[src/hw/rtl/mwtb_pkg.sv]
`timescale 1ns / 1ps
// ----------------------------------------------------------------------------
// mwtb_pkg
// Shared types and constants of the multichannel window/tint blend.
// ----------------------------------------------------------------------------
package mwtb_pkg;

  localparam int unsigned ChannelsDef = 4;
  localparam int unsigned Levels      = 256;
  localparam int unsigned LevelW      = 8;
  localparam int unsigned ChW         = 2;
  localparam int unsigned SampleW     = 32;
  localparam int unsigned CfgW        = 64;
  localparam int unsigned CfgIdxW     = 3;
  localparam int unsigned WinCount    = 4;
  localparam int unsigned TintPairW   = 54;
  localparam int unsigned TintSetW    = 27;
  localparam int unsigned TintW       = 9;
  localparam int unsigned SumW        = 10;
  localparam int unsigned PixelW      = 32;
  localparam int unsigned QueueDepth  = 4;

  localparam logic [SumW-1:0]      SumMax   = 10'd1023;
  localparam logic [LevelW-1:0]    GreyMax  = 8'd255;
  localparam logic [LevelW-1:0]    AlphaOn  = 8'hFF;
  localparam logic [CfgW-1:0]      WinRst   = 64'h0000_0000_00FF_0000;
  localparam logic [TintPairW-1:0] TintRst  = 54'd9024825867763968;

  typedef enum logic [CfgIdxW-1:0] {
    CFG_WIN0    = 3'd0,
    CFG_WIN1    = 3'd1,
    CFG_WIN2    = 3'd2,
    CFG_WIN3    = 3'd3,
    CFG_TINT_LO = 3'd4,
    CFG_TINT_HI = 3'd5,
    CFG_AVG     = 3'd6
  } cfg_idx_e;

  typedef enum logic {
    OP_SAMPLE = 1'b0,
    OP_TABLE  = 1'b1
  } op_e;

  typedef struct packed {
    logic                      opcode;
    logic [ChW-1:0]            channel;
    logic signed [SampleW-1:0] sample_a;
    logic signed [SampleW-1:0] sample_b;
    logic signed [SampleW-1:0] sample_c;
    logic signed [SampleW-1:0] sample_d;
    logic                      last_channel;
    logic [LevelW-1:0]         table_index;
    logic [LevelW-1:0]         table_value;
  } in_item_t;

  typedef struct packed {
    logic [PixelW-1:0] pixel_word;
  } out_item_t;

  typedef struct packed {
    op_e            op;
    logic [ChW-1:0] channel;
    logic           ch_ok;
    logic           last;
  } ctrl_t;

  typedef struct packed {
    ctrl_t                   ctrl;
    logic signed [SampleW-1:0] sample_a;
    logic signed [SampleW:0]   sum_ab;
    logic signed [SampleW:0]   sum_cd;
    logic [LevelW-1:0]         tbl_idx;
    logic [LevelW-1:0]         tbl_val;
  } q_item_t;

  typedef struct packed {
    logic signed [SampleW-1:0] lo;
    logic [SampleW-1:0]        scale;
  } win_t;

  typedef struct packed {
    logic [TintW-1:0] blue;
    logic [TintW-1:0] green;
    logic [TintW-1:0] red;
  } tint_t;

  typedef struct packed {
    win_t [WinCount-1:0]  win;
    logic [TintPairW-1:0] tint_lo;
    logic [TintPairW-1:0] tint_hi;
    logic                 avg;
  } cfg_t;

endpackage

[src/hw/rtl/mwtb_fifo.sv]
`timescale 1ns / 1ps
// ----------------------------------------------------------------------------
// mwtb_fifo
// Short queue of classified requests between the front and back parts.
// ----------------------------------------------------------------------------
module mwtb_fifo #(
  parameter int unsigned Depth = mwtb_pkg::QueueDepth
) (
  input  logic              clk_i,
  input  logic              rst_ni,
  input  logic              push_i,
  input  mwtb_pkg::q_item_t data_i,
  input  logic              pop_i,
  output mwtb_pkg::q_item_t data_o,
  output logic              full_o,
  output logic              empty_o
);

  localparam int unsigned PtrW = (Depth > 1) ? $clog2(Depth) : 1;
  localparam int unsigned CntW = $clog2(Depth + 1);

  mwtb_pkg::q_item_t entry_q [Depth];
  logic [PtrW-1:0]   wr_ptr_q, rd_ptr_q;
  logic [CntW-1:0]   count_q;
  logic              do_push, do_pop;

  assign full_o  = (count_q == CntW'(Depth));
  assign empty_o = (count_q == '0);
  assign do_push = push_i & ~full_o;
  assign do_pop  = pop_i & ~empty_o;
  assign data_o  = entry_q[rd_ptr_q];

  always_ff @(posedge clk_i or negedge rst_ni) begin
    if (!rst_ni) begin
      wr_ptr_q <= '0;
      rd_ptr_q <= '0;
      count_q  <= '0;
    end else begin
      if (do_push) begin
        wr_ptr_q <= (wr_ptr_q == PtrW'(Depth - 1)) ? '0 : wr_ptr_q + 1'b1;
      end
      if (do_pop) begin
        rd_ptr_q <= (rd_ptr_q == PtrW'(Depth - 1)) ? '0 : rd_ptr_q + 1'b1;
      end
      if (do_push && !do_pop) begin
        count_q <= count_q + 1'b1;
      end else if (do_pop && !do_push) begin
        count_q <= count_q - 1'b1;
      end
    end
  end

  always_ff @(posedge clk_i) begin
    if (do_push) begin
      entry_q[wr_ptr_q] <= data_i;
    end
  end

endmodule

[config.mk]
export PLATFORM = sky130hd
export DESIGN_NAME = mwtb_fifo
export DESIGN_NICKNAME = d
export VERILOG_FILES = /design/src/hw/rtl/mwtb_pkg.sv /design/src/hw/rtl/mwtb_fifo.sv
export SDC_FILE = /design/constraint.sdc
export NUM_CORES = 1
export LEC_CHECK = 0
export BUFFER_PORTS_ARGS = -buffer_cell sky130_fd_sc_hd__buf_2
export CORE_MARGIN = 2
export CORE_UTILIZATION = 40
export CTS_CLUSTER_DIAMETER = 80
export DETAILED_ROUTE_END_ITERATION = 7
export GPL_TIMING_DRIVEN = 0
export PLACE_DENSITY_LB_ADDON = 0.08
export SYNTH_ARGS = -nofsm -noshare
export SYNTH_HDL_FRONTEND = slang
export SYNTH_SLANG_ARGS = --single-unit
export TNS_END_PERCENT = 100
[constraint.sdc]
create_clock -name clk_i -period 7.89 [get_ports clk_i]
set_input_delay 1.1835 -clock clk_i [delete_from_list [all_inputs] [get_ports clk_i]]
set_output_delay 1.1835 -clock clk_i [all_outputs]
set_load 0.01 [all_outputs]
* After elaboration in Yosys (flattened, before gate mapping)
Memory sizes are Yosys's and may differ from the RTL's.
Cells that the tools add are included.
** Cells by class
- Equal/unequal tests :: 3
- $add $sub $neg :: 4
- Reductions and logical operators :: 6
- Muxes and demuxes :: 6
- Bitwise logic cells :: 4
** Operators by type and width (count)
- 3-bit two-way mux :: 2
- 2-bit by 1-bit adder with 2-bit output, second input constant :: 2
- 2-bit equality test, second input constant :: 2
- 2-bit two-way mux :: 2
- 3-bit by 1-bit adder with 3-bit output, second input constant :: 1
- 3-bit equality test, second input constant :: 1
- 3-bit logical NOT :: 1
- 3-bit by 1-bit subtractor with 3-bit output, second input constant :: 1
- 1-bit AND :: 2
- 1-bit logical AND :: 2
- 1-bit logical NOT :: 2
- 1-bit two-way mux :: 2
- 1-bit NOT :: 2
- 2-bit nonzero test :: 1
** Word-level totals
- Memories kept :: 1
- Output and inout bits :: 121
- Bits in registers :: 7
- Bits in writable memories :: 476
** Memory list
- entry_q :: words 4, bits a word 119, rd ports 1, clocked after memory_dff 0, write ports 1, RTL line mwtb_fifo.sv:22 : mwtb_pkg::q_item_t entry_q [Depth];

* Longest topological paths before layout
- Word-level depth :: 7
- Mapped depth :: 8

* Least setup slack after synthesis
No wires, ideal clock.
- Path kind :: input to register
- Start point :: input push_i
- End point :: memory entry_q[3][0] (netlist bit) (enable)
- Required time :: 7.289 ns
- Stages on the path :: 2
- Slack :: 1.065 ns
- Path buffers :: 0
- Arrival time :: 6.223 ns
- Path through :: nand2_1 nor2_1
** Between the ends
- Longest elaborated chain between the ends :: 3
** RTL lines
- start, declared :: RTL line mwtb_fifo.sv:11 : input logic push_i,
- 1-bit AND :: RTL line mwtb_fifo.sv:29 : assign do_push = push_i & ~full_o;
- 1-bit two-way mux :: RTL line mwtb_fifo.sv:54 : if (do_push) begin
- 1-bit two-way mux (implied by the code) :: RTL line mwtb_fifo.sv:55 : entry_q[wr_ptr_q] <= data_i;
- end, declared :: RTL line mwtb_fifo.sv:22
Every way passes these cells.

==> reports/metrics.cfg <==
[clocking]
h-tree-depth=2
clk_latency_ns=0.57
clkTransAtPathRegs_ns=0.06
root_buffer=clkbuf_16
post_cts_buffers=0
clk_path_buf_depth=3
clock-sinks=483
cts_tree=built
postCtsHoldBufs=0
cts_buffers=51
cts-resized-gates=0

[worst_setup_path]
cp_max_fo=10
crit_top_cell=buf_2
critPathLaunchType=flip-flop
max_stage_delay_ns=0.66
path_class=flip-flop to output pin
path_cells=clkbuf_1 -> buf_2 -> mux4_2 -> buf_2
crit_path_end_kind=output pin
rr_worst_depth=4
crit_slowest_cell=clkbuf_1
required_ns=6.71
crit_arrival_ns=2.58

[drt]
drt_iter0_drc=473
first_pass_iters=6
vias=7857
antenna_left=0
viasPerCell=4.95
drc=0
avgRoutedWirePerCell_um=22.1
totalWireLength_mm=35.0

[pwr]
power.leakage_nw=7.25
power_density_nw_per_um2=379
peakVddDrop_mv=0.207

[synth]
yosysTopAreaCell=edfxtp_1
ys_types=21
syn-cell-area_um2=17600
ys_seq_area_share_pct=82.2
ys_top_cells_by_area=edfxtp_1, mux4_2, dfrtp_1, buf_6, ha_1
yosys_warnings=0
syn_nets=789
async_reset_ff_share_pct=1.45
synth_top_area_share_pct=81.2
ys.flop_type=edfxtp_1
postSynthCellCount=659
synth-edff-count=476
synth_seq_cells=483
avgSynthCellArea_um2=26.7

[floorplanning]
die_w_um=214
initial_core_util_pct=40.7
die_y_um=214
rows=76
dieArea_um2=45700
core-area_um2=43300
io_pins=244

[grt]
grt_util_all_layers_pct=15.7
antenna_found_initial=8
grt_max_degree=55
grt_pass1_vias=8484
grt_overflow=0
grt_pass1_wl_mm=52.7

[placed_design]
hpwlAfterDp_mm=21.7
gp_congestion=0.699
dpl-instance-area_um2=19800
numPortBuffers=243

[finish]
area_growth_pct=21.2
finalCoreUtilization_pct=49.3
drive_above_1_share_pct=47.2
postLayoutCellArea_um2=21300
nets=1095

[sta]
max_slew.worst_pin.slew_ns=0.929
drv_slew=0
max_slew_margin_pct=37.9
hold_violations=0
fmax_mhz=266
fin_skew_ns=0.0109
finalCriticalPeriod_ns=3.76
rsz0062_at_grt=false
fin_crit_sh_pct=47.7
setup_viol=0

[flow_run]
max-cap-violations=0

[status]
status=complete, no violations

[hold_path]
min_path_type=input pin to async pin

-- placed cells by master (no fill, tap or decap) --
| master | netlist | routed |
|---|---|---|
| xnor2_1 | 1 | 1 |
| buf_4 | 2 | 2 |
| buf_2 | 12 | 255 |
| nand2_1 | 1 | 1 |
| o31ai_2 | 1 | 1 |
| bufinv_16 | 0 | 2 |
| nor2b_1 | 1 | 1 |
| nor2_4 | 0 | 1 |
| a21o_1 | 1 | 1 |
| and2_4 | 0 | 3 |
| nor3b_2 | 1 | 1 |
| xor2_1 | 2 | 2 |
| clkbuf_16 | 0 | 53 |
| clkinv_1 | 0 | 16 |
| diode_2 | 0 | 2 |
| buf_16 | 0 | 5 |
| clkbuf_1 | 3 | 9 |
| edfxtp_1 | 476 | 476 |
| mux2_2 | 4 | 4 |
| buf_12 | 0 | 5 |
| ha_1 | 6 | 6 |
| clkinvlp_4 | 0 | 1 |
| buf_6 | 10 | 10 |
| nor3_1 | 2 | 2 |
| inv_1 | 3 | 3 |
| fa_1 | 1 | 1 |
| mux4_2 | 119 | 119 |
| clkinv_2 | 0 | 10 |
| nor2_1 | 3 | 2 |
| dfrtp_1 | 7 | 7 |
-- sequential cells by signal, indices dropped and copies added (netlist names) --
name / count
rd_ptr_q: 2
entry_q: 476
wr_ptr_q: 2
count_q: 3
-- metrics by stage --
step	setup TNS (ns)	setup WS [ns]	hold WS [ns]	std cells	power, mW
6_report	0	4.13	0.447	1587	8.08
5_1_grt	0	3.93	0.427	1585	8.50
4_1_cts	0	3.96	0.405	1585	8.27
3_5_place_dp	0	4.59	0.538	1497	6.05
3_3_place_gp	-439.50	-3.71	0.527	1487	6.10
2_1_floorplan	0	1.07	0.493	659	5.07
-- critical path: cells and delay by family (launching register included) --
family | cells | cell delay, ns
buffers and inverters | 3 | 1.27
DFF | 1 | 0.38
muxes | 1 | 0.36
-- Yosys cell counts, types with 2 or more instances --
master / n
nor2_1: 3
ha_1: 6
buf_4: 2
edfxtp_1: 476
dfrtp_1: 7
mux2_2: 4
xor2_1: 2
mux4_2: 119
inv_1: 3
and2_1: 3
buf_6: 10
nor3_1: 2
buf_2: 12
clkbuf_1: 3
-- cell type report --
type,instances,area (um2)
repair buffers,253,1450
plain buffers,27,199
diodes,2,5.00
multi-input cells,146,2940
flip-flops and latches,483,14500
clock buffers,59,1350
well taps,585,732
fillers,3511,21900
clock inverters,29,178
inverters,3,11.3
-- layer usage --
metal	vias to the layer above	wire length, um	global-route usage, %
met5	-	61	0
met1	4118	14500	20.8
met3	58	2290	4.36
met4	12	699	4.93
li1	3481	-	-
met2	188	17400	25.5
-- final timing paths --
check | start | to | slack, ns
max | rd_ptr_q[1] | data_o[64] | 4.13
min | rst_ni | wr_ptr_q[0] | 0.45
max reg2reg | count_q[2] | entry_q[1][53] | 5.32
min reg2reg | count_q[2] | count_q[2] | 0.54
max in group asynchronous | rst_ni | wr_ptr_q[1] | 7.28
min in group clk_i | count_q[2] | count_q[2] | 0.54
-- logic make-up (layout without fill, tap and decap cells) --
family	count (synthesis)	in the layout	synth area share, %
buffers and inverters	30	371	1.19
AOI/OAI and AO/OA	2	2	0.114
other	0	2	0
and+or+nand+nor	11	11	0.355
xor gates and xnor gates	3	3	0.149
muxes	123	123	15.5
DFF	483	483	82.2
adders and majority gates	7	7	0.540
-- where the power goes --
part	switching, mW	internal (mW)
sequential	0.105	3.38
clock	0.920	1.27
combinational	1.31	1.09
Power figures use the tool's default switching activity.
