===== config.mk =====
export PLATFORM = sky130hd
export DESIGN_NAME = mwtb_front
export DESIGN_NICKNAME = d
export VERILOG_FILES = /design/src/hw/rtl/mwtb_pkg.sv /design/src/hw/rtl/mwtb_front.sv
export SDC_FILE = /design/constraint.sdc
export NUM_CORES = 1
export LEC_CHECK = 0
export BUFFER_PORTS_ARGS = -buffer_cell sky130_fd_sc_hd__buf_2
export CORE_AREA = 2 2 164 86
export CTS_CLUSTER_SIZE = 20
export DETAILED_ROUTE_END_ITERATION = 10
export DIE_AREA = 0 0 166 88
export PLACE_DENSITY = 0.85
export SETUP_SLACK_MARGIN = 0.5
export SLEW_MARGIN = 15
export SYNTH_ARGS = -nofsm -noshare
export SYNTH_HDL_FRONTEND = slang
export SYNTH_SLANG_ARGS = --single-unit

===== constraint.sdc =====
create_clock -name clk_i -period 5 [get_ports clk_i]
set_input_delay 1 -clock clk_i [delete_from_list [all_inputs] [get_ports clk_i]]
set_output_delay 1 -clock clk_i [all_outputs]
set_load 0.05 [all_outputs]

===== src/hw/rtl/mwtb_pkg.sv =====
`timescale 1ns / 1ps
// ----------------------------------------------------------------------------
// mwtb_pkg
// Shared types and constants of the multichannel window/tint blend.
// ----------------------------------------------------------------------------
package mwtb_pkg;

  localparam int unsigned ChannelsDef = 4;
  localparam int unsigned Levels      = 256;
  localparam int unsigned LevelW      = 8;
  localparam int unsigned ChW         = 2;
  localparam int unsigned SampleW     = 32;
  localparam int unsigned CfgW        = 64;
  localparam int unsigned CfgIdxW     = 3;
  localparam int unsigned WinCount    = 4;
  localparam int unsigned TintPairW   = 54;
  localparam int unsigned TintSetW    = 27;
  localparam int unsigned TintW       = 9;
  localparam int unsigned SumW        = 10;
  localparam int unsigned PixelW      = 32;
  localparam int unsigned QueueDepth  = 4;

  localparam logic [SumW-1:0]      SumMax   = 10'd1023;
  localparam logic [LevelW-1:0]    GreyMax  = 8'd255;
  localparam logic [LevelW-1:0]    AlphaOn  = 8'hFF;
  localparam logic [CfgW-1:0]      WinRst   = 64'h0000_0000_00FF_0000;
  localparam logic [TintPairW-1:0] TintRst  = 54'd9024825867763968;

  typedef enum logic [CfgIdxW-1:0] {
    CFG_WIN0    = 3'd0,
    CFG_WIN1    = 3'd1,
    CFG_WIN2    = 3'd2,
    CFG_WIN3    = 3'd3,
    CFG_TINT_LO = 3'd4,
    CFG_TINT_HI = 3'd5,
    CFG_AVG     = 3'd6
  } cfg_idx_e;

  typedef enum logic {
    OP_SAMPLE = 1'b0,
    OP_TABLE  = 1'b1
  } op_e;

  typedef struct packed {
    logic                      opcode;
    logic [ChW-1:0]            channel;
    logic signed [SampleW-1:0] sample_a;
    logic signed [SampleW-1:0] sample_b;
    logic signed [SampleW-1:0] sample_c;
    logic signed [SampleW-1:0] sample_d;
    logic                      last_channel;
    logic [LevelW-1:0]         table_index;
    logic [LevelW-1:0]         table_value;
  } in_item_t;

  typedef struct packed {
    logic [PixelW-1:0] pixel_word;
  } out_item_t;

  typedef struct packed {
    op_e            op;
    logic [ChW-1:0] channel;
    logic           ch_ok;
    logic           last;
  } ctrl_t;

  typedef struct packed {
    ctrl_t                   ctrl;
    logic signed [SampleW-1:0] sample_a;
    logic signed [SampleW:0]   sum_ab;
    logic signed [SampleW:0]   sum_cd;
    logic [LevelW-1:0]         tbl_idx;
    logic [LevelW-1:0]         tbl_val;
  } q_item_t;

  typedef struct packed {
    logic signed [SampleW-1:0] lo;
    logic [SampleW-1:0]        scale;
  } win_t;

  typedef struct packed {
    logic [TintW-1:0] blue;
    logic [TintW-1:0] green;
    logic [TintW-1:0] red;
  } tint_t;

  typedef struct packed {
    win_t [WinCount-1:0]  win;
    logic [TintPairW-1:0] tint_lo;
    logic [TintPairW-1:0] tint_hi;
    logic                 avg;
  } cfg_t;

endpackage


===== src/hw/rtl/mwtb_front.sv =====
`timescale 1ns / 1ps
// ----------------------------------------------------------------------------
// mwtb_front
// Takes requests, tags opcode and channel, forms neighbourhood pair sums.
// ----------------------------------------------------------------------------
module mwtb_front #(
  parameter int unsigned Channels = mwtb_pkg::ChannelsDef
) (
  input  logic                clk_i,
  input  logic                rst_ni,
  input  logic                init_done_i,
  input  logic                in_valid_i,
  output logic                in_ready_o,
  input  mwtb_pkg::in_item_t  in_item_i,
  input  logic                full_i,
  output logic                push_o,
  output mwtb_pkg::q_item_t   q_item_o
);

  logic              front_v_q;
  mwtb_pkg::q_item_t front_q;
  mwtb_pkg::q_item_t cls;
  logic              take;

  assign push_o     = front_v_q & ~full_i;
  assign in_ready_o = init_done_i & (~front_v_q | ~full_i);
  assign take       = in_valid_i & in_ready_o;
  assign q_item_o   = front_q;

  always_comb begin
    cls.ctrl.op      = mwtb_pkg::op_e'(in_item_i.opcode);
    cls.ctrl.channel = in_item_i.channel;
    cls.ctrl.ch_ok   = (int'(in_item_i.channel) < Channels);
    cls.ctrl.last    = in_item_i.last_channel;
    cls.sample_a     = in_item_i.sample_a;
    cls.sum_ab       = {in_item_i.sample_a[mwtb_pkg::SampleW-1], in_item_i.sample_a}
                     + {in_item_i.sample_b[mwtb_pkg::SampleW-1], in_item_i.sample_b};
    cls.sum_cd       = {in_item_i.sample_c[mwtb_pkg::SampleW-1], in_item_i.sample_c}
                     + {in_item_i.sample_d[mwtb_pkg::SampleW-1], in_item_i.sample_d};
    cls.tbl_idx      = in_item_i.table_index;
    cls.tbl_val      = in_item_i.table_value;
  end

  always_ff @(posedge clk_i or negedge rst_ni) begin
    if (!rst_ni) begin
      front_v_q <= 1'b0;
    end else if (take) begin
      front_v_q <= 1'b1;
    end else if (push_o) begin
      front_v_q <= 1'b0;
    end
  end

  always_ff @(posedge clk_i) begin
    if (take) begin
      front_q <= cls;
    end
  end

endmodule


# ---- Word-level counts from Yosys, hierarchy flattened
# Index checks and enable logic that the tools add are counted.
dict set report classes {
  n_reduce_logical 1
  bitwise 6
  n_mul 0
  magnitude_cmp 0
  n_addsub 2
  div_mod_pow 0
  shift 0
  n_eq_ne 0
  mux 2
}
# op count
set ops {}
lappend ops {{$add 32x32->33} 2}
lappend ops {{$and 1x1->1} 3}
lappend ops {{$mux 1} 2}
lappend ops {{$not 1->1} 2}
lappend ops {{$reduce_bool 2->1} 1}
lappend ops {{$or 1x1->1} 1}
dict set report word_totals {
  latch_bits 0
  regBits 119
  mem_bits_rw 0
  n_memories 0
  romBits 0
  elab_cells 20
  in_bits 153
}

# ---- Longest topological paths before layout
# Gate-level depths: netlist of run 1.
dict set report depth {
  word_depth 5
  depth_mapped 10
  mapped_depth_nobuf 10
}

# ---- Worst setup path after synthesis of run 1
# OpenSTA, ideal clock, no wires.
dict set report synth_path {
  kind {input to register}
  startpoint {input full_i}
  endpoint {register front_q (netlist bit q_item_o[0]) (enable)}
  path_buffers 0
  slack_ps 587
  t_required_ps 4529
  setup_time_ps 471
  path_stages 4
  t_arrival_ps 3942
  cell_sequence {nand2_1 -> and2_1 -> nand2_1 -> inv_1}
}
dict set report synth_between {
  elab_chain_cells 4
}
# element line
set synth_rtl {}
lappend synth_rtl {{start: declaration} mwtb_front.sv:15} ;# input logic full_i,
lappend synth_rtl {{$not 1->1} mwtb_front.sv:26} ;# assign in_ready_o = init_done_i & (~front_v_q | ~full_i);
lappend synth_rtl {{$or 1x1->1} mwtb_front.sv:26}
lappend synth_rtl {{$and 1x1->1} mwtb_front.sv:26}
lappend synth_rtl {{net in_ready_o} mwtb_front.sv:13} ;# output logic in_ready_o,
lappend synth_rtl {{$and 1x1->1} mwtb_front.sv:27} ;# assign take = in_valid_i & in_ready_o;
lappend synth_rtl {{net take} mwtb_front.sv:23} ;# logic take;
lappend synth_rtl {{end signal: assignment} mwtb_front.sv:56} ;# front_q <= cls;
lappend synth_rtl {{end: declaration} mwtb_front.sv:21} ;# mwtb_pkg::q_item_t front_q;
# The timed path passes the listed nets, and every way through them passes these cells.
# A chain may end at the register's enable or synchronous reset.

==> results of run 1 <==
final cells by class:
class                   instances  area, µm²  area share (%)
clock buffers                  18      439.2           4.869
clock inverters                14      175.2           1.942
inverters                      18      70.07          0.7768
multi-input cells             437       3166           35.10
flip-flops and latches        119       3568           39.56
well taps                     176      220.2           2.441
repair buffers                273       1381           15.31
report_power, final:
group	total [µW]	switching [µW]	internal [µW]
Combinational	819	543	276
Clock	1270	464	802
Sequential	1210	15.3	1200
critical path: cells and delay by family:
family / cells / cell delay, ns
adder cells (fa/ha/maj): 1 / 0.40
buffers and inverters: 1 / 0.12
AO/OA/AOI/OAI: 5 / 1.11
AND/OR/NAND/NOR: 3 / 0.85
registers in the layout, indices dropped and copies added, names as in the netlist:
signal,count
front_v_q,1
q_item_o,118
per-layer routing:
layer / global-route usage, % / vias up / part of all wire (%)
li1: - / 2799 / -
met1: 33.31 / 2741 / 46
met2: 39.16 / 232 / 47
met3: 4.474 / 22 / 6.5
met4: 7.273 / 0 / 1.2
met5: 0 / - / 0
cell usage in the layout, fill, tap and decap left out, types with 3 or more instances in the layout:
cell type / n
a2111oi_0: 4
a211oi_1: 6
a21o_1: 28
a21oi_1: 56
a31oi_1: 6
and3_1: 9
buf_2: 272
bufinv_16: 3
clkbuf_16: 17
clkinv_4: 4
clkinvlp_4: 3
edfxtp_1: 118
ha_1: 64
inv_1: 17
nand2_1: 38
nand2b_1: 7
nand3_1: 19
nand4_1: 3
nor2_1: 35
nor2b_1: 13
nor3_1: 6
o211ai_1: 9
o21a_1: 5
o21ai_0: 22
o21bai_1: 11
or4_1: 4
xnor2_1: 33
xor2_1: 18
logic make-up (layout without fill, tap and decap cells):
group	count (synthesis)	count (layout)
AOI/OAI and AO/OA	169	169
xor gates and xnor gates	51	51
adders and majority gates	66	66
buffers and inverters	25	323
DFF	119	119
muxes	3	3
other	1	1
and+or+nand+nor	147	147
worst min path at each step:
stage	start	end	slack, ns	cells past startpoint
finish	rst_ni	front_v_q	0.36	1
global route	rst_ni	front_v_q	0.34	1
CTS	rst_ni	front_v_q	0.34	1
detailed placement	front_v_q	front_v_q	0.47	2
global placement	front_v_q	front_v_q	0.46	2
floorplan	front_v_q	front_v_q	0.44	2
through the flow:
step / power [µW] / utilization [%] / hold WS (ns) / setup slack, ns / area (µm²)
after floorplan: 1827 / - / 0.4416 / 0.5874 / 6832
after global placement: 2021 / 63.80 / 0.4640 / 1.485 / 8406
after detailed placement: 2044 / 63.80 / 0.4726 / 1.316 / 8406
after CTS: 3311 / 68.46 / 0.3439 / 1.713 / 9020
after global routing: 3426 / 68.46 / 0.3363 / 1.555 / 9020
final: 3298 / 68.46 / 0.3564 / 1.681 / 9020
==> qor_table.md, run 1 <==
| Parameter | Value | Unit |
| --- | --- | --- |
| Number of clock sinks seen by CTS | 119 | - |
| Maximum single-stage delay on the critical path | 0.52 | ns |
| Post-detail-place hpwl | 13.86 | mm |
| Area fraction in compound gates after synthesis | 16.30 | % |
| Portion of netlist area occupied by mux cells | 0.4579 | % |
| Antenna diode instance count | 0 | - |
| Beginning of the critical path | in_item_i[130] | - |
| Routed vias/inst | 5.492 | - |
| Final sum of negative setup slack | 0 | ns |
| Synth top area share | 51.87 | % |
| Antenna violations before repair | 0 | - |
| Fraction of the yosys area taken by sequential cells | 52.23 | % |
| Share of the synthesized netlist area taken by xor and xnor gates | 6.538 | % |
| Crit path top cell by count | a21oi_1 | - |
| Worst hold-check path type | input port to async pin | - |
| First-pass GRT wire length | 27.79 | mm |
| Synthesized flop and latch total | 119 | - |
| Max Transition Viols Final | 0 | - |
| DR DRC count | 0 | - |
| Initial core utilization | 51.85 | % |
| Core ar. | 13180 | µm² |
| Relative max-transition margin | 38.29 | % |
| TritonCTS clock tree | done | - |
| RSZ-0062 raised after global routing | no | - |
| Adder and majority gate portion of the synthesized area | 12.31 | % |
| Reg clk slew, reported paths | 0.06 | ns |
| Number of DRC violations after detailed-routing iteration 0 | 397 | - |
| Drt wl/cell | 16.70 | µm |
| Net count reported at finish | 1085 | - |
| Fill cells | 990 | - |
| Leading post-synthesis cells by instance count | 118 x edfxtp_1, 64 x ha_1, 56 x a21oi_1 | - |
| Slew at the pin with the worst max-slew slack | 0.9023 | ns |
| Ratio of cells with drive above 1 in the final layout | 35.72 | % |
| Non-filler instance count after layout | 1055 | - |
| Final hold vios | 0 | - |
| Largest family of logic cells by synthesized area | compound AO/OA/AOI/OAI gates | - |
| Final setup skew | 0.01395 | ns |
| Gp weighted congestion | 0.8409 | - |
| Clock latency of the later-clocked register in the worst-skew pair | 0.40 | ns |
| Destination of the worst register-to-register timing path | q_item_o[36] | - |
| Post-synthesis instance area | 6832 | µm² |
| Cell Pwr Density | 365.6 | nW/µm² |
| Largest cells by area after synthesis | edfxtp_1 52%, ha_1 12%, xnor2_1 4.2% | - |
| 1st-pass router iterations | 5 | - |
| Die Y | 88 | µm |
| Shortest clock period the worst path allows after layout | 3.319 | ns |
| CP endpoint kind | register | - |
| Mean Syn Cell Area | 11.76 | µm² |
| Area of the die | 14610 | µm² |
| Slowest library cell on the worst path | or4b_1 | - |
| Htree depth | 4 | - |
| Number of enable flip-flop cells after synthesis | 118 | - |
| Data arrival time of the critical path | 3.47 | ns |
| Cell breakdown of the critical path | buf_2 > ha_1 > a21oi_2 > a21oi_1 > a2111oi_0 > nand2_1 > o21ai_2 > a21oi_1 > or4b_1 > and3_1 | - |
| Critical path capture point | q_item_o[80] | - |
| Crit path kind | input port to register | - |
| Number of global-route vias before repair | 5606 | - |
| Launching point of the worst reg2reg path | front_v_q | - |
| Total global routing track utilization | 24.02 | % |
| Timing-limited maximum frequency | 301.3 | MHz |
| Core Rows | 30 | - |
| Netlist cell types | 56 | - |
| Yosys warns | 0 | - |
| Congestion Overflow GR | 0 | - |
| Setup Buffers After CTS | 0 | - |
| Outcome | finished clean | - |
| Cells after DPL | 1023 | - |
| Max-cap check violation count | 0 | - |
| Net count of the mapped netlist | 800 | - |
| Area added between synthesis and finish | 32.03 | % |
| Wirelength, routed | 17.62 | mm |
| Number of instances resized during post-cts repair | 0 | - |
| Max VDD drop | 184.9 | µV |
| DIE WIDTH | 166 | µm |
| Number of buffers between clock root and the deepest sink | 2 | - |
| Pin count of the biggest net entering global routing | 62 | - |
| Vias after detailed routing | 5794 | - |
| Worst Reg-to-Reg Cells | 5 | - |
| Cell count after synthesis | 581 | - |
| Final setup viols | 0 | - |
| Number of port buffers | 272 | - |
| Most instantiated flip-flop cell in the synthesis netlist | edfxtp_1 | - |
| Maximum fanout along the worst path | 9 | - |
| Count leader, synth | edfxtp_1 | - |
| Post-synth top area cell | edfxtp_1 | - |
| Leakage power figure | 0.004054 | µW |
| Data required, critical path | 5.15 | ns |
| Worst reg-to-reg setup slack | 2.97 | ns |
| I/O pin total | 274 | - |
| Worst setup SP type | input port | - |
| Clock root buffer | clkbuf_16 | - |
| Synthesized-area fraction occupied by and/or/nand/nor cells | 10.68 | % |
| Number of antenna-violating nets in the routed design | 0 | - |
| Share of synthesized registers carrying an async set or reset | 0.8403 | % |
| Number of buffers inserted by hold repair at cts | 0 | - |
| Clock buffers created by TritonCTS | 17 | - |
| Period Utilization, post-route | 66.38 | % |
Power figures use the tool's default switching activity.
==> run 2, diff against run 1 <==
--- a/config.mk
+++ b/config.mk
@@ -6,11 +6,11 @@
 export NUM_CORES = 1
 export LEC_CHECK = 0
 export BUFFER_PORTS_ARGS = -buffer_cell sky130_fd_sc_hd__buf_2
-export CORE_AREA = 2 2 164 86
+export CORE_AREA = 2 2 170 89
 export CTS_CLUSTER_SIZE = 20
 export DETAILED_ROUTE_END_ITERATION = 10
-export DIE_AREA = 0 0 166 88
-export PLACE_DENSITY = 0.85
+export DIE_AREA = 0 0 172 91
+export PLACE_DENSITY = 0.8
 export SETUP_SLACK_MARGIN = 0.5
 export SLEW_MARGIN = 15
 export SYNTH_ARGS = -nofsm -noshare
==> constraint.sdc (replaced) <==
create_clock -name clk_i -period 3.4 [get_ports clk_i]
set_input_delay 0.68 -clock clk_i [delete_from_list [all_inputs] [get_ports clk_i]]
set_output_delay 0.68 -clock clk_i [all_outputs]
set_load 0.05 [all_outputs]
==> run 2 against run 1 <==
  * Design area rose by 0.87%
  * Utilization fell by 4.0 points
  * Flip-flop and latch count did not move
  * Highest routed layer unchanged
  * Non-clock buffer count rose by 5
  * Routed wire length fell by 0.98%
  * Die area rose by 7.1%
  * First-iteration DRC count fell by 40%
  * Clock power rose by 35%
  * Largest power group is now registers
  * Count of clock-buffer cells in the layout fell by 1
==> qor_table.md, run 2 (synthesis results as in run 1) <==
| Parameter | Value | Unit | vs previous |
| --- | --- | --- | --- |
| Outcome | finished clean | - |  |
| Placed Instance Area | 8467 | µm² | +0.73% |
| Worst setup SP type | input port | - |  |
| Pin count of the biggest net entering global routing | 63 | - | +1.6% |
| Die Y | 91 | µm | +3.4% |
| Leading cell type in the layout, fill and taps excluded | buf_2 | - |  |
| Leakage power figure | 0.004072 | µW | +0.45% |
| CP endpoint kind | register | - |  |
| Number of global-route vias before repair | 5318 | - | -5.1% |
| First-pass GRT wire length | 26.74 | mm | -3.8% |
| Timing-limited maximum frequency | 356.1 | MHz |  |
| Shortest clock period the worst path allows after layout | 2.809 | ns |  |
| Number of antenna-violating nets in the routed design | 0 | - | unchanged |
| Antenna violations before repair | 0 | - | unchanged |
| I/O pin total | 274 | - | unchanged |
| Number of port buffers | 272 | - | unchanged |
| Worst reg-to-reg setup slack | 1.52 | ns | -1.45 ns |
| Flip-flop count of the largest register, all copies and words added | 118 | - | unchanged |
| Final setup skew | 0.009527 | ns | -0.004426 ns |
| Worst Reg-to-Reg Cells | 5 | - | unchanged |
| Maximum fanout along the worst path | 4 | - | -5 |
| Routed vias/inst | 5.221 | - | -4.9% |
| Relative max-transition margin | 47.03 | % | +8.7 points |
| Core ar. | 14120 | µm² | +7.2% |
| Initial core utilization | 48.39 | % | -3.5 points |
| Launching point of the worst reg2reg path | front_v_q | - |  |
| Most frequent cells in the layout | 272 x buf_2, 118 x edfxtp_1, 63 x ha_1 | - |  |
| Gp weighted congestion | 0.8565 | - | +1.9% |
| Cell Pwr Density | 518.1 | nW/µm² | +42% |
| RSZ-0062 raised after global routing | yes | - |  |
| Clock root buffer | clkbuf_16 | - |  |
| Final hold vios | 0 | - | unchanged |
| Period Utilization, post-route | 82.60 | % |  |
| Number of buffers between clock root and the deepest sink | 2 | - | unchanged |
| 1st-pass router iterations | 5 | - | unchanged |
| Number of clock sinks seen by CTS | 119 | - | unchanged |
| Crit path kind | input port to register | - |  |
| Max Transition Viols Final | 0 | - | unchanged |
| Net count reported at finish | 1090 | - | +0.46% |
| Total global routing track utilization | 21.84 | % | -2.2 points |
| Slew at the pin with the worst max-slew slack | 0.7945 | ns | -0.1078 ns |
| Beginning of the critical path | in_item_i[82] | - |  |
| Area added between synthesis and finish | 33.19 | % |  |
| Cell area after layout | 9099 | µm² | +0.87% |
| Number of buffers inserted by hold repair at cts | 0 | - | unchanged |
| Wirelength, routed | 17.45 | mm | -0.98% |
| Core Rows | 31 | - | +3.3% |
| Number of DRC violations after detailed-routing iteration 0 | 239 | - | -40% |
| Data required, critical path | 3.55 | ns | -1.60 ns |
| DIE WIDTH | 172 | µm | +3.6% |
| Worst hold-check path type | input port to async pin | - |  |
| TritonCTS clock tree | done | - |  |
| Htree depth | 4 | - | unchanged |
| Critical path capture point | q_item_o[80] | - |  |
| Area of the die | 15650 | µm² | +7.1% |
| Congestion Overflow GR | 0 | - | unchanged |
| Antenna diode instance count | 0 | - | unchanged |
| Clock latency of the later-clocked register in the worst-skew pair | 0.40 | ns | about the same |
| Max-cap check violation count | 0 | - | unchanged |
| Final setup viols | 0 | - | unchanged |
| Data arrival time of the critical path | 2.96 | ns | -0.51 ns |
| Ratio of cells with drive above 1 in the final layout | 37.33 | % | +1.6 points |
| Drt wl/cell | 16.13 | µm | -3.5% |
| Final sum of negative setup slack | 0 | ns | unchanged |
| Post-detail-place hpwl | 13.77 | mm | -0.62% |
| Vias after detailed routing | 5649 | - | -2.5% |
| Clock buffers created by TritonCTS | 17 | - | unchanged |
| Reg clk slew, reported paths | 0.06 | ns | about the same |
| Destination of the worst register-to-register timing path | q_item_o[65] | - |  |
| DR DRC count | 0 | - | unchanged |
| Max VDD drop | 273.2 | µV | +48% |
==> run 2: area by class of cell <==
| type | count | area [µm²] |
|---|---|---|
| clock buffer | 17 | 425.4 |
| clock inverter | 15 | 143.9 |
| fill | 1179 | 5020 |
| inverter | 18 | 71.32 |
| multi-input combinational | 437 | 3236 |
| sequential | 119 | 3568 |
| tap | 198 | 247.7 |
| timing repair buffer | 278 | 1406 |
==> run 2: worst max-delay path, cell delays in order <==
cell and delay (ns):
buf_2 0.13, ha_1 0.32, a211o_1 0.32, a211oi_2 0.19
nor2_1 0.12, a22o_1 0.27, o21ai_4 0.19, a21oi_1 0.13
or4b_1 0.46, and3_1 0.17
==> run 2: through the flow <==
step                cells  util, %  power, µW  hold WS (ns)  setup slack [ns]
floorplan             581        -       2688        0.3844            0.2902
detailed placement   1048    59.97       3009        0.4661           0.09610
global route         1082    64.45       4922       0.03538            0.4208
CTS                  1080    64.00       4736       0.03992            0.5078
global placement     1048    59.97       2985        0.4548            0.1582
finish               1082    64.45       4714       0.05509            0.5914
==> run 2: power breakdown <==
part | switching (µW) | internal, µW
registers | 23.1 | 1760
logic | 800 | 416
clock network | 692 | 1020
total | 1520 | 3200
==> run 2: how the worst min path moves through the flow <==
| stage | from | end | slack [ns] | cells after the start |
|---|---|---|---|---|
| CTS | rst_ni | front_v_q | 0.04 | 1 |
| global route | rst_ni | front_v_q | 0.04 | 1 |
| global placement | rst_ni | front_v_q | 0.45 | 1 |
| finish | rst_ni | front_v_q | 0.06 | 1 |
| detailed placement | rst_ni | front_v_q | 0.47 | 1 |
| floorplan | rst_ni | front_v_q | 0.38 | 0 |
==> run 2: timing repair <==
| action | in CTS | in global routing |
|---|---|---|
| setup endpoints to repair | 0 | 9 |
| setup buffers | 0 | 2 |
| gates resized for setup | 0 | 10 |
==> run 2: per-layer routing <==
metal / GRT usage (%) / wire (µm)
met5: 0 / 0
met4: 4.972 / 131
met1: 31.17 / 8431
met2: 34.50 / 7890
met3: 4.316 / 994
==> run 3, diff against run 2 <==
--- a/config.mk
+++ b/config.mk
@@ -6,11 +6,11 @@
 export NUM_CORES = 1
 export LEC_CHECK = 0
 export BUFFER_PORTS_ARGS = -buffer_cell sky130_fd_sc_hd__buf_2
-export CORE_AREA = 2 2 170 89
+export CORE_AREA = 2 2 178 93
 export CTS_CLUSTER_SIZE = 20
 export DETAILED_ROUTE_END_ITERATION = 10
-export DIE_AREA = 0 0 172 91
-export PLACE_DENSITY = 0.8
+export DIE_AREA = 0 0 180 95
+export PLACE_DENSITY = 0.77
 export SETUP_SLACK_MARGIN = 0.5
 export SLEW_MARGIN = 15
 export SYNTH_ARGS = -nofsm -noshare
==> constraint.sdc (replaced) <==
create_clock -name clk_i -period 2.3 [get_ports clk_i]
set_input_delay 0.46 -clock clk_i [delete_from_list [all_inputs] [get_ports clk_i]]
set_output_delay 0.46 -clock clk_i [all_outputs]
set_load 0.05 [all_outputs]
==> run 3 against run 2 <==
  * The flow now finishes with violations (setup timing)
  * Flip-flop and latch count did not move
  * Register-to-register slack lost 0.73 ns
  * Largest power group is now the clock network
  * Critical path depth did not move
  * Critical endpoint unchanged
  * Critical path type unchanged
==> qor_table.md, run 3 (synthesis results as in run 1) <==
| Parameter | Value | Unit | vs previous |
| --- | --- | --- | --- |
| Outcome | finished, violations left | - |  |
| Violations in the final reports | setup timing | - |  |
| Launching point of the worst reg2reg path | front_v_q | - |  |
| Area of the die | 17100 | µm² | +9.3% |
| Antenna violations before repair | 1 | - | +1 |
| Cells after DPL | 1189 | - | +13% |
| Number of clock sinks seen by CTS | 119 | - | unchanged |
| Gp weighted congestion | 0.8980 | - | +4.8% |
| Worst setup SP type | input port | - |  |
| Final setup viols | 12 | - | +12 |
| Post-detail-place hpwl | 15.82 | mm | +15% |
| Shortest clock period the worst path allows after layout | 2.423 | ns |  |
| DIE WIDTH | 180 | µm | +4.7% |
| TritonCTS clock tree | done | - |  |
| Part of the power in the clock network | 37.8 | % | +1.5 points |
| First-pass GRT wire length | 32.27 | mm | +21% |
| Htree depth | 4 | - | unchanged |
| Core ar. | 15730 | µm² | +11% |
| Period Utilization, post-route | 105.4 | % |  |
| Vias after detailed routing | 6670 | - | +18% |
| Max VDD drop | 481.7 | µV | +76% |
| Max-cap check violation count | 0 | - | unchanged |
| Core Rows | 33 | - | +6.5% |
| Maximum single-stage delay on the critical path | 0.46 | ns | about the same |
| Leading cell type in the layout, fill and taps excluded | buf_2 | - |  |
| Congestion Overflow GR | 0 | - | unchanged |
| Number of port buffers | 272 | - | unchanged |
| Relative max-transition margin | 67.28 | % | +20 points |
| CP endpoint kind | register | - |  |
| Data required, critical path | 2.46 | ns | -1.09 ns |
| RSZ-0062 raised after global routing | yes | - |  |
| Clock latency of the later-clocked register in the worst-skew pair | 0.42 | ns | +0.02 ns |
| Routed vias/inst | 5.273 | - | +0.99% |
| Area added between synthesis and finish | 68.48 | % |  |
| Slew at the pin with the worst max-slew slack | 0.4784 | ns | -0.3161 ns |
| Clock buffers created by TritonCTS | 17 | - | unchanged |
| Most frequent cells in the layout | 259 x buf_2, 143 x buf_4, 118 x edfxtp_1 | - |  |
| Number of antenna-violating nets in the routed design | 0 | - | unchanged |
| Cell breakdown of the critical path | buf_2 > ha_4 > a21oi_1 > o21bai_1 > o21bai_2 > a22o_1 > o21ai_2 > a21oi_2 > or4b_1 > and3_1 | - |  |
| Slowest library cell on the worst path | or4b_1 | - |  |
| Flip-flop count of the largest register, all copies and words added | 118 | - | unchanged |
| Number of buffers between clock root and the deepest sink | 2 | - | unchanged |
| Worst hold-check slack | 0.2202 | ns | +0.1651 ns |
| Clock root buffer | clkbuf_16 | - |  |
| Maximum fanout along the worst path | 2 | - | -2 |
| Pin count of the biggest net entering global routing | 74 | - | +17% |
| Worst hold-check path type | input port to register | - |  |
| 1st-pass router iterations | 5 | - | unchanged |
| Leakage power figure | 0.005154 | µW | +27% |
| Beginning of the critical path | in_item_i[90] | - |  |
| Switching power | 2515 | µW | +66% |
| Final critical-path setup slack | -0.1231 | ns | -0.7145 ns |
| Wirelength, routed | 22.88 | mm | +31% |
| Die Y | 95 | µm | +4.4% |
| Total power | 8342 | µW | +77% |
| Cell Pwr Density | 724.8 | nW/µm² | +40% |
| Reg clk slew, reported paths | 0.06 | ns | about the same |
| Max Transition Viols Final | 0 | - | unchanged |
| Ratio of cells with drive above 1 in the final layout | 56.68 | % | +19 points |
| I/O pin total | 274 | - | unchanged |
| Largest delay share family, worst path | compound AO/OA/AOI/OAI gates | - |  |
| Internal cell power | 5827 | µW | +82% |
| Fill cells | 1018 | - | -14% |
| Timing-limited maximum frequency | 412.7 | MHz |  |
| Number of DRC violations after detailed-routing iteration 0 | 417 | - | +74% |
| Sequential Power Share | 31.7 | % | -6.2 points |
| Non-filler instance count after layout | 1265 | - | +17% |
| Final hold vios | 0 | - | unchanged |
| Crit path kind | input port to register | - |  |
| Hold path startpoint | in_item_i[6] | - |  |
| Crit path buf inv count | 1 | - | unchanged |
| Data arrival time of the critical path | 2.58 | ns | -0.38 ns |
| Number of global-route vias before repair | 6377 | - | +20% |
| Switching part of the total power | 30.15 | % | -2.0 points |
| Comb power frac | 30.6 | % | +4.8 points |
| Final setup skew | 0.01178 | ns | +0.002256 ns |
| Drt wl/cell | 18.08 | µm | +12% |
| DR DRC count | 0 | - | unchanged |
| Total global routing track utilization | 24.23 | % | +2.4 points |
| Net count reported at finish | 1261 | - | +16% |
| Antenna diode instance count | 0 | - | unchanged |
| Initial core utilization | 43.43 | % | -5.0 points |
==> run 3: cell types whose count changed in the layout (fill, tap and decap cells not counted), sizes merged <==
cell and delta:
dlygate4sd3 +1, buf +170, inv -5, clkbuf +1
clkinv -1, clkinvlp -1, bufinv +6
==> run 3: final timing paths <==
check	slack, ns	cells after the start	end
max	-0.12	10	q_item_o[80]
min	0.22	1	q_item_o[6]
max reg2reg	0.79	5	q_item_o[99]
min reg2reg	0.51	2	front_v_q
max in group asynchronous	1.85	2	front_v_q
min in group asynchronous	0.37	2	front_v_q
==> run 3: routing by layer <==
metal  global-route usage, %  vias up  wire length, µm  share of wire (%)
met3                   6.826       45             1487                6.5
met5                       0        -               13              0.057
met1                   32.54     3199            10070                 44
met2                   38.67      268            10870                 47
met4                   6.911        2              434                1.9
li1                        -     3156                -                  -
==> run 3: what timing repair did <==
item / in CTS / in global routing
pin swaps: 48 / 43
hold endpoints to repair: 1 / 0
gates cloned: 0 / 0
hold buffers: 1 / 0
buffers inserted: 25 / 18
resized for setup: 77 / 55
endpoints found under the setup margin: 45 / 48
==> run 3: power by group through the flow <==
stage | combinational, µW | clock (µW) | sequential, µW
after floorplan | 922 | 0 | 3150
after global placement | 2110 | 0 | 2680
after detailed placement | 2160 | 0 | 2680
after CTS | 2350 | 3180 | 2640
after global routing | 2710 | 3280 | 2650
final | 2550 | 3150 | 2640
==> run 3: layout make-up <==
type	instances	area, µm²	area share (%)
clock inverters	14	252.7	2.196
multi-input cells	437	4003	34.78
well taps	210	262.8	2.283
clock buffers	18	429.2	3.729
inverters	18	71.32	0.6196
repair buffers	449	2923	25.39
flip-flops and latches	119	3568	31.00
==> run 3: through the flow <==
| stage | util [%] | cell area [µm²] | setup TNS [ns] | setup WS [ns] |
|---|---|---|---|---|
| 5_1_grt | 73.16 | 11510 | -1.931 | -0.1755 |
| 4_1_cts | 70.48 | 11090 | -0.09531 | -0.05461 |
| 2_1_floorplan | - | 7247 | -71.34 | -0.5898 |
| 3_3_place_gp | 62.58 | 9844 | -9.325 | -0.4686 |
| 3_5_place_dp | 62.58 | 9844 | -11.28 | -0.5720 |
| 6_report | 73.16 | 11510 | -0.7919 | -0.1231 |
